File: src/rtl/m65_pkg.sv
// shared types and instruction codes for the 6502 execute unit
package m65_pkg;

  localparam int unsigned OP_W   = 6;
  localparam int unsigned BYTE_W = 8;

  // status register bit positions
  localparam int unsigned FL_C = 0;
  localparam int unsigned FL_Z = 1;
  localparam int unsigned FL_I = 2;
  localparam int unsigned FL_D = 3;
  localparam int unsigned FL_V = 6;
  localparam int unsigned FL_N = 7;

  localparam logic [BYTE_W-1:0] SIGN_MASK = 8'h80;
  localparam logic [BYTE_W-1:0] ALL_ONES  = 8'hFF;

  typedef enum logic [OP_W-1:0] {
    OP_LDA = 6'd0,  OP_LDX = 6'd1,  OP_LDY = 6'd2,  OP_STA = 6'd3,
    OP_STX = 6'd4,  OP_STY = 6'd5,  OP_TAX = 6'd6,  OP_TAY = 6'd7,
    OP_TXA = 6'd8,  OP_TYA = 6'd9,  OP_TSX = 6'd10, OP_TXS = 6'd11,
    OP_AND = 6'd12, OP_EOR = 6'd13, OP_ORA = 6'd14, OP_BIT = 6'd15,
    OP_ADC = 6'd16, OP_SBC = 6'd17, OP_CMP = 6'd18, OP_CPX = 6'd19,
    OP_CPY = 6'd20, OP_INC = 6'd21, OP_INX = 6'd22, OP_INY = 6'd23,
    OP_DEC = 6'd24, OP_DEX = 6'd25, OP_DEY = 6'd26, OP_ASL = 6'd27,
    OP_LSR = 6'd28, OP_ROL = 6'd29, OP_ROR = 6'd30, OP_CLC = 6'd31,
    OP_CLD = 6'd32, OP_CLI = 6'd33, OP_CLV = 6'd34, OP_SEC = 6'd35,
    OP_SED = 6'd36, OP_SEI = 6'd37, OP_NOP = 6'd38
  } op_t;

  // architectural register set
  typedef struct packed {
    logic [BYTE_W-1:0] a;
    logic [BYTE_W-1:0] x;
    logic [BYTE_W-1:0] y;
    logic [BYTE_W-1:0] sp;
    logic [BYTE_W-1:0] p;
  } arch_t;

  // memory write request from the execute logic
  typedef struct packed {
    logic              we;
    logic [BYTE_W-1:0] wd;
  } mem_wr_t;

endpackage

File: src/rtl/m65_if.sv
// request and result channel interfaces
interface m65_req_if import m65_pkg::*; ();
  logic              valid;
  logic              ready;
  logic [OP_W-1:0]   req_type;
  logic [BYTE_W-1:0] operand;
  logic              on_accumulator;

  modport source (output valid, req_type, operand, on_accumulator, input ready);
  modport sink   (input valid, req_type, operand, on_accumulator, output ready);
endinterface

interface m65_rsp_if import m65_pkg::*; ();
  logic              valid;
  logic              ready;
  logic              write_enable;
  logic [BYTE_W-1:0] write_data;
  logic [BYTE_W-1:0] acc_value;
  logic [BYTE_W-1:0] x_value;
  logic [BYTE_W-1:0] y_value;
  logic [BYTE_W-1:0] sp_value;
  logic [BYTE_W-1:0] status_value;

  modport source (output valid, write_enable, write_data, acc_value, x_value, y_value,
                  sp_value, status_value, input ready);
  modport sink   (input valid, write_enable, write_data, acc_value, x_value, y_value,
                  sp_value, status_value, output ready);
endinterface

File: src/rtl/mos6502_alu_register_execute.sv
// top level of the 6502 execute unit: request register, state and result register
// One instruction is taken per clock while the result side keeps draining. A
// request is captured in the request register on acceptance, executed through
// the 8-bit adder, shifter and flag logic against A, X, Y, SP and P, and its
// result (the registers after the step plus an optional memory write byte) is
// loaded into the result register when that slot is free or draining. Sustained
// rate is one request per cycle while the result side accepts; the request side
// keeps accepting while a result waits, and stops only when both the request
// register and the result register are full. The valid flags and the registers
// A, X, Y, SP and P reset to zero.
module mos6502_alu_register_execute import m65_pkg::*; (
  input  logic     clk,
  input  logic     rst_n,
  m65_req_if.sink   in_req,
  m65_rsp_if.source out_rsp
);

  logic              req_valid_r;
  logic [OP_W-1:0]   req_op_r;
  logic [BYTE_W-1:0] req_operand_r;
  logic              req_on_acc_r;
  logic              advance;

  arch_t             arch_r;
  arch_t             arch_nxt;
  mem_wr_t           wr_nxt;

  logic              out_valid_r;
  mem_wr_t           out_wr_r;
  arch_t             out_arch_r;

  // request moves to the result register when that slot is free or draining
  assign advance      = req_valid_r && (!out_valid_r || out_rsp.ready);
  assign in_req.ready = !req_valid_r || advance;

  // request register
  always_ff @(posedge clk) begin
    if (!rst_n) begin
      req_valid_r <= 1'b0;
    end else if (in_req.ready) begin
      req_valid_r <= in_req.valid;
    end
  end

  always_ff @(posedge clk) begin
    if (in_req.valid && in_req.ready) begin
      req_op_r      <= in_req.req_type;
      req_operand_r <= in_req.operand;
      req_on_acc_r  <= in_req.on_accumulator;
    end
  end

  // execute logic
  m65_exec u_exec (
    .op      (req_op_r),
    .operand (req_operand_r),
    .on_acc  (req_on_acc_r),
    .cur     (arch_r),
    .nxt     (arch_nxt),
    .wr      (wr_nxt)
  );

  // architectural registers
  always_ff @(posedge clk) begin
    if (!rst_n) begin
      arch_r <= '0;
    end else if (advance) begin
      arch_r <= arch_nxt;
    end
  end

  // result register
  always_ff @(posedge clk) begin
    if (!rst_n) begin
      out_valid_r <= 1'b0;
    end else if (advance) begin
      out_valid_r <= 1'b1;
    end else if (out_rsp.ready) begin
      out_valid_r <= 1'b0;
    end
  end

  always_ff @(posedge clk) begin
    if (advance) begin
      out_wr_r   <= wr_nxt;
      out_arch_r <= arch_nxt;
    end
  end

  assign out_rsp.valid        = out_valid_r;
  assign out_rsp.write_enable = out_wr_r.we;
  assign out_rsp.write_data   = out_wr_r.wd;
  assign out_rsp.acc_value    = out_arch_r.a;
  assign out_rsp.x_value      = out_arch_r.x;
  assign out_rsp.y_value      = out_arch_r.y;
  assign out_rsp.sp_value     = out_arch_r.sp;
  assign out_rsp.status_value = out_arch_r.p;

  // no request is taken while the request register is full and blocked
  a_no_overrun: assert property (@(posedge clk) disable iff (!rst_n)
    (req_valid_r && !advance) |-> !in_req.ready)
    else $error("request taken while request register is blocked");

  // bits 4 and 5 of the status register never change from reset
  a_status_fixed_bits: assert property (@(posedge clk) disable iff (!rst_n)
    arch_r.p[5:4] == 2'b00)
    else $error("status bits 4 or 5 changed");

  // a transfer to the stack pointer leaves the flags alone
  a_txs_flags: assert property (@(posedge clk) disable iff (!rst_n)
    (advance && req_op_r == OP_TXS) |=> (arch_r.p == $past(arch_r.p)))
    else $error("flags changed by transfer to stack pointer");

  // the presented result matches the architectural state it produced
  a_result_tracks_state: assert property (@(posedge clk) disable iff (!rst_n)
    $past(advance) |-> (out_arch_r == arch_r))
    else $error("result register out of step with registers");

  // memory write data is zero when no write is requested
  a_idle_write_data: assert property (@(posedge clk) disable iff (!rst_n)
    (out_valid_r && !out_wr_r.we) |-> (out_wr_r.wd == '0))
    else $error("write data nonzero without write enable");

endmodule

File: src/rtl/m65_exec.sv
// combinational execute logic: registers, alu, shifter and flag rules
module m65_exec import m65_pkg::*; (
  input  logic [OP_W-1:0]   op,
  input  logic [BYTE_W-1:0] operand,
  input  logic              on_acc,
  input  arch_t             cur,
  output arch_t             nxt,
  output mem_wr_t           wr
);

  logic [BYTE_W-1:0] add_m;
  logic [BYTE_W:0]   sum;
  logic [BYTE_W-1:0] cmp_r;
  logic [BYTE_W:0]   diff;
  logic [BYTE_W-1:0] sh_src;
  logic [BYTE_W-1:0] sh_res;
  logic              sh_c;
  logic [BYTE_W-1:0] zn_val;
  logic              upd_zn;

  // adder shared by adc and sbc (sbc adds the inverted operand)
  assign add_m = (op == OP_SBC) ? ~operand : operand;
  assign sum   = {1'b0, cur.a} + {1'b0, add_m} + {{BYTE_W{1'b0}}, cur.p[FL_C]};

  // compare subtractor, register picked by opcode
  always_comb begin
    priority case (op)
      OP_CPX:  cmp_r = cur.x;
      OP_CPY:  cmp_r = cur.y;
      default: cmp_r = cur.a;
    endcase
  end
  assign diff = {1'b0, cmp_r} - {1'b0, operand};

  // shifter and rotator
  assign sh_src = on_acc ? cur.a : operand;
  always_comb begin
    unique case (op)
      OP_ASL: begin
        sh_res = {sh_src[BYTE_W-2:0], 1'b0};
        sh_c   = sh_src[BYTE_W-1];
      end
      OP_ROL: begin
        sh_res = {sh_src[BYTE_W-2:0], cur.p[FL_C]};
        sh_c   = sh_src[BYTE_W-1];
      end
      OP_ROR: begin
        sh_res = {cur.p[FL_C], sh_src[BYTE_W-1:1]};
        sh_c   = sh_src[0];
      end
      default: begin
        sh_res = {1'b0, sh_src[BYTE_W-1:1]};
        sh_c   = sh_src[0];
      end
    endcase
  end

  // instruction decode and register update
  always_comb begin
    nxt    = cur;
    wr.we  = 1'b0;
    wr.wd  = '0;
    zn_val = '0;
    upd_zn = 1'b0;
    unique case (op)
      OP_LDA: begin nxt.a = operand; zn_val = operand; upd_zn = 1'b1; end
      OP_LDX: begin nxt.x = operand; zn_val = operand; upd_zn = 1'b1; end
      OP_LDY: begin nxt.y = operand; zn_val = operand; upd_zn = 1'b1; end
      OP_STA: begin wr.we = 1'b1; wr.wd = cur.a; end
      OP_STX: begin wr.we = 1'b1; wr.wd = cur.x; end
      OP_STY: begin wr.we = 1'b1; wr.wd = cur.y; end
      OP_TAX: begin nxt.x = cur.a;  zn_val = cur.a;  upd_zn = 1'b1; end
      OP_TAY: begin nxt.y = cur.a;  zn_val = cur.a;  upd_zn = 1'b1; end
      OP_TXA: begin nxt.a = cur.x;  zn_val = cur.x;  upd_zn = 1'b1; end
      OP_TYA: begin nxt.a = cur.y;  zn_val = cur.y;  upd_zn = 1'b1; end
      OP_TSX: begin nxt.x = cur.sp; zn_val = cur.sp; upd_zn = 1'b1; end
      OP_TXS: nxt.sp = cur.x;
      OP_AND: begin
        nxt.a = cur.a & operand; zn_val = cur.a & operand; upd_zn = 1'b1;
      end
      OP_EOR: begin
        nxt.a = cur.a ^ operand; zn_val = cur.a ^ operand; upd_zn = 1'b1;
      end
      OP_ORA: begin
        nxt.a = cur.a | operand; zn_val = cur.a | operand; upd_zn = 1'b1;
      end
      OP_BIT: begin
        nxt.p[FL_Z] = ((cur.a & operand) == '0);
        nxt.p[FL_V] = operand[FL_V];
        nxt.p[FL_N] = operand[FL_N];
      end
      OP_ADC, OP_SBC: begin
        nxt.a       = sum[BYTE_W-1:0];
        nxt.p[FL_C] = sum[BYTE_W];
        nxt.p[FL_V] = |(~(cur.a ^ add_m) & (cur.a ^ sum[BYTE_W-1:0]) & SIGN_MASK);
        zn_val      = sum[BYTE_W-1:0];
        upd_zn      = 1'b1;
      end
      OP_CMP, OP_CPX, OP_CPY: begin
        nxt.p[FL_C] = ~diff[BYTE_W];
        zn_val      = diff[BYTE_W-1:0];
        upd_zn      = 1'b1;
      end
      OP_INC: begin
        wr.we = 1'b1; wr.wd = operand + 8'd1; zn_val = operand + 8'd1; upd_zn = 1'b1;
      end
      OP_DEC: begin
        wr.we = 1'b1; wr.wd = operand + ALL_ONES; zn_val = operand + ALL_ONES;
        upd_zn = 1'b1;
      end
      OP_INX: begin nxt.x = cur.x + 8'd1;    zn_val = cur.x + 8'd1;    upd_zn = 1'b1; end
      OP_INY: begin nxt.y = cur.y + 8'd1;    zn_val = cur.y + 8'd1;    upd_zn = 1'b1; end
      OP_DEX: begin nxt.x = cur.x + ALL_ONES; zn_val = cur.x + ALL_ONES; upd_zn = 1'b1; end
      OP_DEY: begin nxt.y = cur.y + ALL_ONES; zn_val = cur.y + ALL_ONES; upd_zn = 1'b1; end
      OP_ASL, OP_LSR, OP_ROL, OP_ROR: begin
        nxt.p[FL_C] = sh_c;
        zn_val      = sh_res;
        upd_zn      = 1'b1;
        if (on_acc) begin
          nxt.a = sh_res;
        end else begin
          wr.we = 1'b1;
          wr.wd = sh_res;
        end
      end
      OP_CLC: nxt.p[FL_C] = 1'b0;
      OP_CLD: nxt.p[FL_D] = 1'b0;
      OP_CLI: nxt.p[FL_I] = 1'b0;
      OP_CLV: nxt.p[FL_V] = 1'b0;
      OP_SEC: nxt.p[FL_C] = 1'b1;
      OP_SED: nxt.p[FL_D] = 1'b1;
      OP_SEI: nxt.p[FL_I] = 1'b1;
      OP_NOP: ;
      default: ;
    endcase
    // zero and negative from the result byte
    if (upd_zn) begin
      nxt.p[FL_Z] = (zn_val == '0);
      nxt.p[FL_N] = zn_val[BYTE_W-1];
    end
  end

endmodule
File: src/flat_wrapper.sv
// flat-port wrapper written by rule: the top's interface ports become plain ports
module mos6502_alu_register_execute_flat import m65_pkg::*;
  (clk, rst_n, in_req_valid, in_req_req_type, in_req_operand, in_req_on_accumulator, in_req_ready, out_rsp_valid, out_rsp_write_enable, out_rsp_write_data, out_rsp_acc_value, out_rsp_x_value, out_rsp_y_value, out_rsp_sp_value, out_rsp_status_value, out_rsp_ready);
  m65_req_if in_req_i ();
  m65_rsp_if out_rsp_i ();
  input  logic clk;
  input  logic rst_n;
  input wire logic [$bits(in_req_i.valid)-1:0] in_req_valid;
  input wire logic [$bits(in_req_i.req_type)-1:0] in_req_req_type;
  input wire logic [$bits(in_req_i.operand)-1:0] in_req_operand;
  input wire logic [$bits(in_req_i.on_accumulator)-1:0] in_req_on_accumulator;
  output wire logic [$bits(in_req_i.ready)-1:0] in_req_ready;
  output wire logic [$bits(out_rsp_i.valid)-1:0] out_rsp_valid;
  output wire logic [$bits(out_rsp_i.write_enable)-1:0] out_rsp_write_enable;
  output wire logic [$bits(out_rsp_i.write_data)-1:0] out_rsp_write_data;
  output wire logic [$bits(out_rsp_i.acc_value)-1:0] out_rsp_acc_value;
  output wire logic [$bits(out_rsp_i.x_value)-1:0] out_rsp_x_value;
  output wire logic [$bits(out_rsp_i.y_value)-1:0] out_rsp_y_value;
  output wire logic [$bits(out_rsp_i.sp_value)-1:0] out_rsp_sp_value;
  output wire logic [$bits(out_rsp_i.status_value)-1:0] out_rsp_status_value;
  input wire logic [$bits(out_rsp_i.ready)-1:0] out_rsp_ready;
  assign in_req_i.valid = in_req_valid;
  assign in_req_i.req_type = in_req_req_type;
  assign in_req_i.operand = in_req_operand;
  assign in_req_i.on_accumulator = in_req_on_accumulator;
  assign in_req_ready = in_req_i.ready;
  assign out_rsp_valid = out_rsp_i.valid;
  assign out_rsp_write_enable = out_rsp_i.write_enable;
  assign out_rsp_write_data = out_rsp_i.write_data;
  assign out_rsp_acc_value = out_rsp_i.acc_value;
  assign out_rsp_x_value = out_rsp_i.x_value;
  assign out_rsp_y_value = out_rsp_i.y_value;
  assign out_rsp_sp_value = out_rsp_i.sp_value;
  assign out_rsp_status_value = out_rsp_i.status_value;
  assign out_rsp_i.ready = out_rsp_ready;
  mos6502_alu_register_execute u_core (.clk(clk), .rst_n(rst_n), .in_req(in_req_i), .out_rsp(out_rsp_i));
endmodule
File: config.mk
export PLATFORM = sky130hd
export DESIGN_NAME = mos6502_alu_register_execute_flat
export DESIGN_NICKNAME = d
export VERILOG_FILES = /design/src/rtl/m65_pkg.sv /design/src/rtl/m65_if.sv /design/src/rtl/mos6502_alu_register_execute.sv /design/src/rtl/m65_exec.sv /design/src/flat_wrapper.sv
export SDC_FILE = /design/constraint.sdc
export NUM_CORES = 1
export LEC_CHECK = 0
export BUFFER_PORTS_ARGS = -buffer_cell sky130_fd_sc_hd__buf_2
export CAP_MARGIN = 0
export CORE_MARGIN = 5
export CORE_UTILIZATION = 40
export CTS_CLUSTER_DIAMETER = 50
export DETAILED_ROUTE_END_ITERATION = 10
export GPL_TIMING_DRIVEN = 0
export PLACE_DENSITY = 0.56
export SYNTH_ARGS = -nofsm -noshare
export SYNTH_HDL_FRONTEND = slang
export SYNTH_HIERARCHICAL = 1
export SYNTH_SLANG_ARGS = --single-unit
File: constraint.sdc
create_clock -name clk -period 3.83 [get_ports clk]
set_input_delay 0.1915 -clock clk [delete_from_list [all_inputs] [get_ports clk]]
set_output_delay 0.1915 -clock clk [all_outputs]
set_load 0.01 [all_outputs]
Word-level counts from Yosys, hierarchy flattened
Index checks and enable logic that the tools add are counted.

Multiplexer cells: 24. Add/sub/neg operators: 9. Reduce and logical (&&, ||, !) cells: 17. Bitwise operators: 9. Eq/ne operators: 37.

Operator list (number): $pmux 8 s17 (1); $eq 6x5->1 const B (16); $pmux 8 s8 (1); $pmux 9 s6 (1); $eq 6x4->1 const B (8); $pmux 8 s5 (1); $eq 6x6->1 const B (6); $mux 8 (4); $pmux 8 s4 (1); $reduce_or 26->1 (1); $add 8x1->8 const B (3); $add 8x8->8 const B (3); $eq 6x3->1 const B (4); $pmux 8 s3 (1); $xor 8x8->8 (3); $and 8x8->8 (2); $logic_not 8->1 (2); $not 8->8 (2); $pmux 8 s2 (1); $eq 6x2->1 const B (2); $add 8x8->9 (1); $add 9x1->9 (1); $mux 9 (1); $sub 8x8->9 (1); other kinds (15) (29).

Flip-flop bits (word level): 102. Output and inout port bits: 51.

Longest topological paths before layout
Depth after elaboration: 7. Mapped depth: 20. Depth with buffers taken out: 17.

By module
Netlist, hierarchy kept.

By module, submodules not included: m65_exec (cells each 671, area each 4414.2 sq um, times used 1); mos6502_alu_register_execute (cells each 247, area each 3643.5 sq um, times used 1).

Worst setup path after synthesis
OpenSTA, ideal clock, no wires.

Path type: reg-to-reg. Start: reg u_core.req_op_r[2]. End: reg u_core.out_arch_r (netlist bit u_core/out_rsp.status_value[1]) (data pin). Library setup time: 0.260 ns. Cell stages (with the launch flop): 15. Data required time: 3.570 ns. Buffers on the path: 2. Period minus slack after synthesis: 3.812 ns. Arrival: 3.552 ns. Path slack: 0.018 ns. Cell sequence: edfxtp_1 buf_6 clkbuf_1 nor2_1 nand3_1 xnor2_1 ha_1 nor2b_1 o31a_1 or4_1 a31oi_1 xnor2_1 a21oi_1 and4_1 a41o_1.

RTL lines: start: declaration (RTL line mos6502_alu_register_execute.sv:19) `logic [OP_W-1:0] req_op_r;`; start signal: assignment (RTL line mos6502_alu_register_execute.sv:47) `req_op_r <= in_req.req_type;`; end signal: assignment (RTL line mos6502_alu_register_execute.sv:86) `out_arch_r <= arch_nxt;`; end: declaration (RTL line mos6502_alu_register_execute.sv:30) `arch_t out_arch_r;`.

==> impl_metrics.py <==
metrics = {
    "timing": {
        "finClkSkew_ns": 0.0129,
        "period_share_pct": 102,
        "fin_crit_ns": 3.90,
        "finalMaxSlewViolations": 0,
        "fmax_mhz": 256,
        "slew_headroom_pct": 8.50,
        "tns_ns": -0.0743,
        "rsz0062_at_grt": "true",
        "setup_ws_ns": -0.0743,
        "final-setup-viol-count": 1,
        "hold_violations": 0,
        "worstMarginPinSlew_ns": 1.36,
    },
    "global_route": {
        "antenna_found_initial": 0,
        "overflow": 0,
        "track_usage_pct": 25.4,
        "grt_pass1_vias": 7539,
        "grt_pass1_wl_um": 46400,
        "grt_max_degree": 59,
    },
    "worst_setup_path": {
        "worst_r2r_path_depth": 17,
        "cp.arrival_ns": 4.03,
        "crit_fanout": 4,
        "cp_data_required_time_ns": 3.96,
        "r2r_end": "u_core/out_rsp.status_value[1]",
        "critPathCaptureType": "register",
        "critPathSlowestCell": "edfxtp_1",
        "critPathTopFamily": "compound AO/OA/AOI/OAI gates",
        "critical-path-max-stage-delay_ns": 0.43,
        "rrSetupSlack_ns": -0.07,
        "path_cells": "buf_4 -> nand4bb_1 -> buf_6 -> nor2_4 -> buf_6 -> a22oi_1 -> nand2_2 -> ha_1 -> nor2b_1 -> o2111ai_1 -> o211ai_1 -> o41ai_2 -> xnor2_1 -> a211oi_2 -> and4_4 -> a41o_1 -> buf_4",
        "rr_startpoint": "u_core/req_op_r[3]",
        "worst_setup_path_start_kind": "register",
        "critical_path_buf_inv_count": 4,
        "worstSetupPathType": "reg2reg",
    },
    "synthesis": {
        "postSynth.asyncResetShare_pct": 0,
        "ys_seq_area_share_pct": 34.3,
        "yosys_warnings": 6,
        "syn_inst": 918,
        "netlist_area_um2": 8060,
        "synth_edf_count": 64,
        "syn-mean-instance-area_um2": 8.78,
        "synth_cell_type_count": 74,
        "syn-num-nets": 978,
        "ys_ff_latch": 106,
        "synth_flop_cell": "edfxtp_1",
    },
    "power": {
        "leakage_nw": 3.65,
        "ir_drop_mv": 0.201,
        "power.total_mw": 2.70,
        "pwr_density_cell_nw_per_um2": 280,
    },
    "die": {
        "die_w_um": 152,
        "num_io_pins": 70,
        "fp-row-count": 52,
        "die_y_um": 152,
        "coreArea_um2": 20000,
        "initial_core_util_pct": 40.2,
        "dieArea_um2": 23100,
    },
    "detailed_routing": {
        "avgRoutedWirePerCell_um": 23.3,
        "drt-initial-drc-count": 1066,
        "ant_nets": 0,
        "met2WireLength_um": 13900,
        "wl_um": 30600,
        "first_pass_iters": 7,
        "num_vias": 8102,
        "post-route-drc-count": 0,
        "wl_met3_um": 2870,
        "drt-met1-wl_um": 12700,
        "vias_per_cell": 6.18,
        "routed.top_layer": "met4",
    },
    "finish": {
        "drive_gt1_share_pct": 19.0,
        "diodes": 0,
        "fin_nets": 1095,
        "fin_cells": 1310,
        "area_growth_pct": 19.6,
    },
    "clock_network": {
        "clock_sinks": 106,
        "ctsHtreeMaxLevel": 3,
        "clock_path_buffers": 2,
        "clkTransAtPathRegs_ns": 0.07,
        "root_buffer": "clkbuf_16",
        "cts_tree": "built",
        "cts_buffers": 9,
        "insertion_delay_ns": 0.37,
    },
    "hold_path": {
        "hp-start": "in_req_operand[0]",
        "hold_class": "in2reg",
        "hold_end": "u_core/req_operand_r[0]",
        "whs_path_depth": 1,
    },
    "job": {
        "drv_cap": 0,
    },
    "placement": {
        "gp_congestion": 0.976,
        "place_inst": 1256,
        "numPortBuffers": 68,
        "dp_hpwl_um": 22200,
    },
    "run_status": {
        "failed_checks": "setup timing",
        "outcome": "finished, violations left",
    },
}
-- per-stage QoR --
stage               hold slack [ns]  utilization, %  instance area (µm²)  worst slack [ns]
finish                      0.00752            48.1                 9640           -0.0743
global route               0.000666            48.1                 9640            -0.137
CTS                         0.00249            46.5                 9320            0.0169
detailed placement            0.370            43.6                 8740             -1.10
global placement              0.369            43.6                 8740             -1.12
floorplan                     0.290               -                 8060            0.0181
-- worst reg2reg max path, stage by stage (launching register included) --
cell,delay [ns]
edfxtp_1,0.43
buf_4,0.17
nand4bb_1,0.19
buf_6,0.16
nor2_4,0.15
buf_6,0.13
a22oi_1,0.10
nand2_2,0.14
ha_1,0.23
nor2b_1,0.15
o2111ai_1,0.22
o211ai_1,0.19
o41ai_2,0.37
xnor2_1,0.26
a211oi_2,0.13
and4_4,0.23
a41o_1,0.27
buf_4,0.15
-- worst max-delay path by stage --
stage	slack [ns]	end	cells past startpoint	start
2_1_floorplan	0.02	u_core/out_rsp.status_value[1]	14	u_core/req_op_r[2]
3_3_place_gp	-1.12	u_core/arch_r[1]	18	u_core/req_op_r[2]
3_5_place_dp	-1.10	u_core/arch_r[1]	18	u_core/req_op_r[2]
4_1_cts	0.02	u_core/arch_r[1]	17	u_core/req_op_r[0]
5_1_grt	-0.14	u_core/arch_r[1]	17	u_core/req_op_r[5]
6_report	-0.07	u_core/out_rsp.status_value[1]	17	u_core/req_op_r[3]
-- cell families (layout without fill, tap and decap cells) --
kind of cell | Yosys count | after routing | synth area share (%)
buf+inv | 109 | 231 | 6.38
simple gates | 362 | 362 | 21.8
mux | 74 | 74 | 10.3
fa+ha+maj | 41 | 41 | 6.65
xor+xnor | 20 | 20 | 2.17
flops | 106 | 106 | 34.3
compound gates | 206 | 206 | 18.4
-- cells in the mapped netlist, types with 16 or more instances --
master	n	area, µm²
nand2_1	171	642
nand3_1	27	135
inv_1	33	124
xnor2_1	18	158
o22ai_1	16	100
ha_1	38	475
a221o_1	16	160
nor2_1	60	225
dfxtp_1	42	841
o21ai_0	26	130
clkbuf_1	53	199
a22oi_1	25	188
edfxtp_1	64	1920
a21oi_1	35	175
mux2i_1	58	581
-- area by class of cell --
cell class	count	area (µm²)
Clock buffer	9	225
Clock inverter	7	62.6
Timing Repair Buffer	110	689
Multi-Input combinational cell	703	5010
Tap cell	270	338
Fill cell	2038	10400
Buffer	72	425
Sequential cell	106	2760
Inverter	33	124
-- flip-flops by register name (all words and copies together) (netlist names) --
signal                       cells
u_core/arch_r                   40
u_core/req_on_acc_r              1
u_core/out_rsp.y_value           8
u_core/out_rsp.write_enable      1
u_core/out_rsp.write_data        8
u_core/out_rsp.x_value           8
u_core/out_rsp.acc_value         8
u_core/out_rsp.valid             1
u_core/out_rsp.sp_value          8
u_core/req_operand_r             8
u_core/req_valid_r               1
u_core/req_op_r                  6
u_core/out_rsp.status_value      8
-- power by group --
group / internal, mW / switching [mW]
Clock: 0.454 / 0.466
Combinational: 0.195 / 0.311
Sequential: 1.25 / 0.0206
Total: 1.90 / 0.798
-- timing repair --
action	4_1_cts	5_1_grt
setup buffers	7	23
setup endpoints to repair	22	6
hold buffers	12	0
endpoints found under the hold margin	12	0
gates cloned	0	0
resized for setup	35	37
pin swaps	4	21
-- metal layers --
layer  vias to the layer above  track usage (%)
met3                        94             5.09
met2                       491             39.6
met1                      3868             34.7
met5                         -                0
li1                       3649                -
met4                         0             10.2
-- cell usage in the layout (no fill, tap or decap), drive strengths merged, types with 6 or more instances in the layout --
cell	netlist	layout
xnor2	18	18
edfxtp	64	64
mux4	6	6
dfxtp	42	42
mux2	10	10
a221oi	12	12
o221ai	7	7
dlygate4sd3	0	12
ha	38	38
nand2b	7	7
nor3	13	13
clkbuf	53	55
or4	6	6
nand2	171	171
o31ai	7	7
nand4	10	10
mux2i	58	58
a22oi	25	25
o211ai	6	6
a221o	16	16
buf	23	124
nor2	60	60
o21ai	26	26
nor4	8	8
nor2b	14	14
inv	33	36
o22ai	16	16
nand3	27	27
a211oi	10	10
a21oi	35	35
No activity file was read; power rests on OpenSTA's default activity.
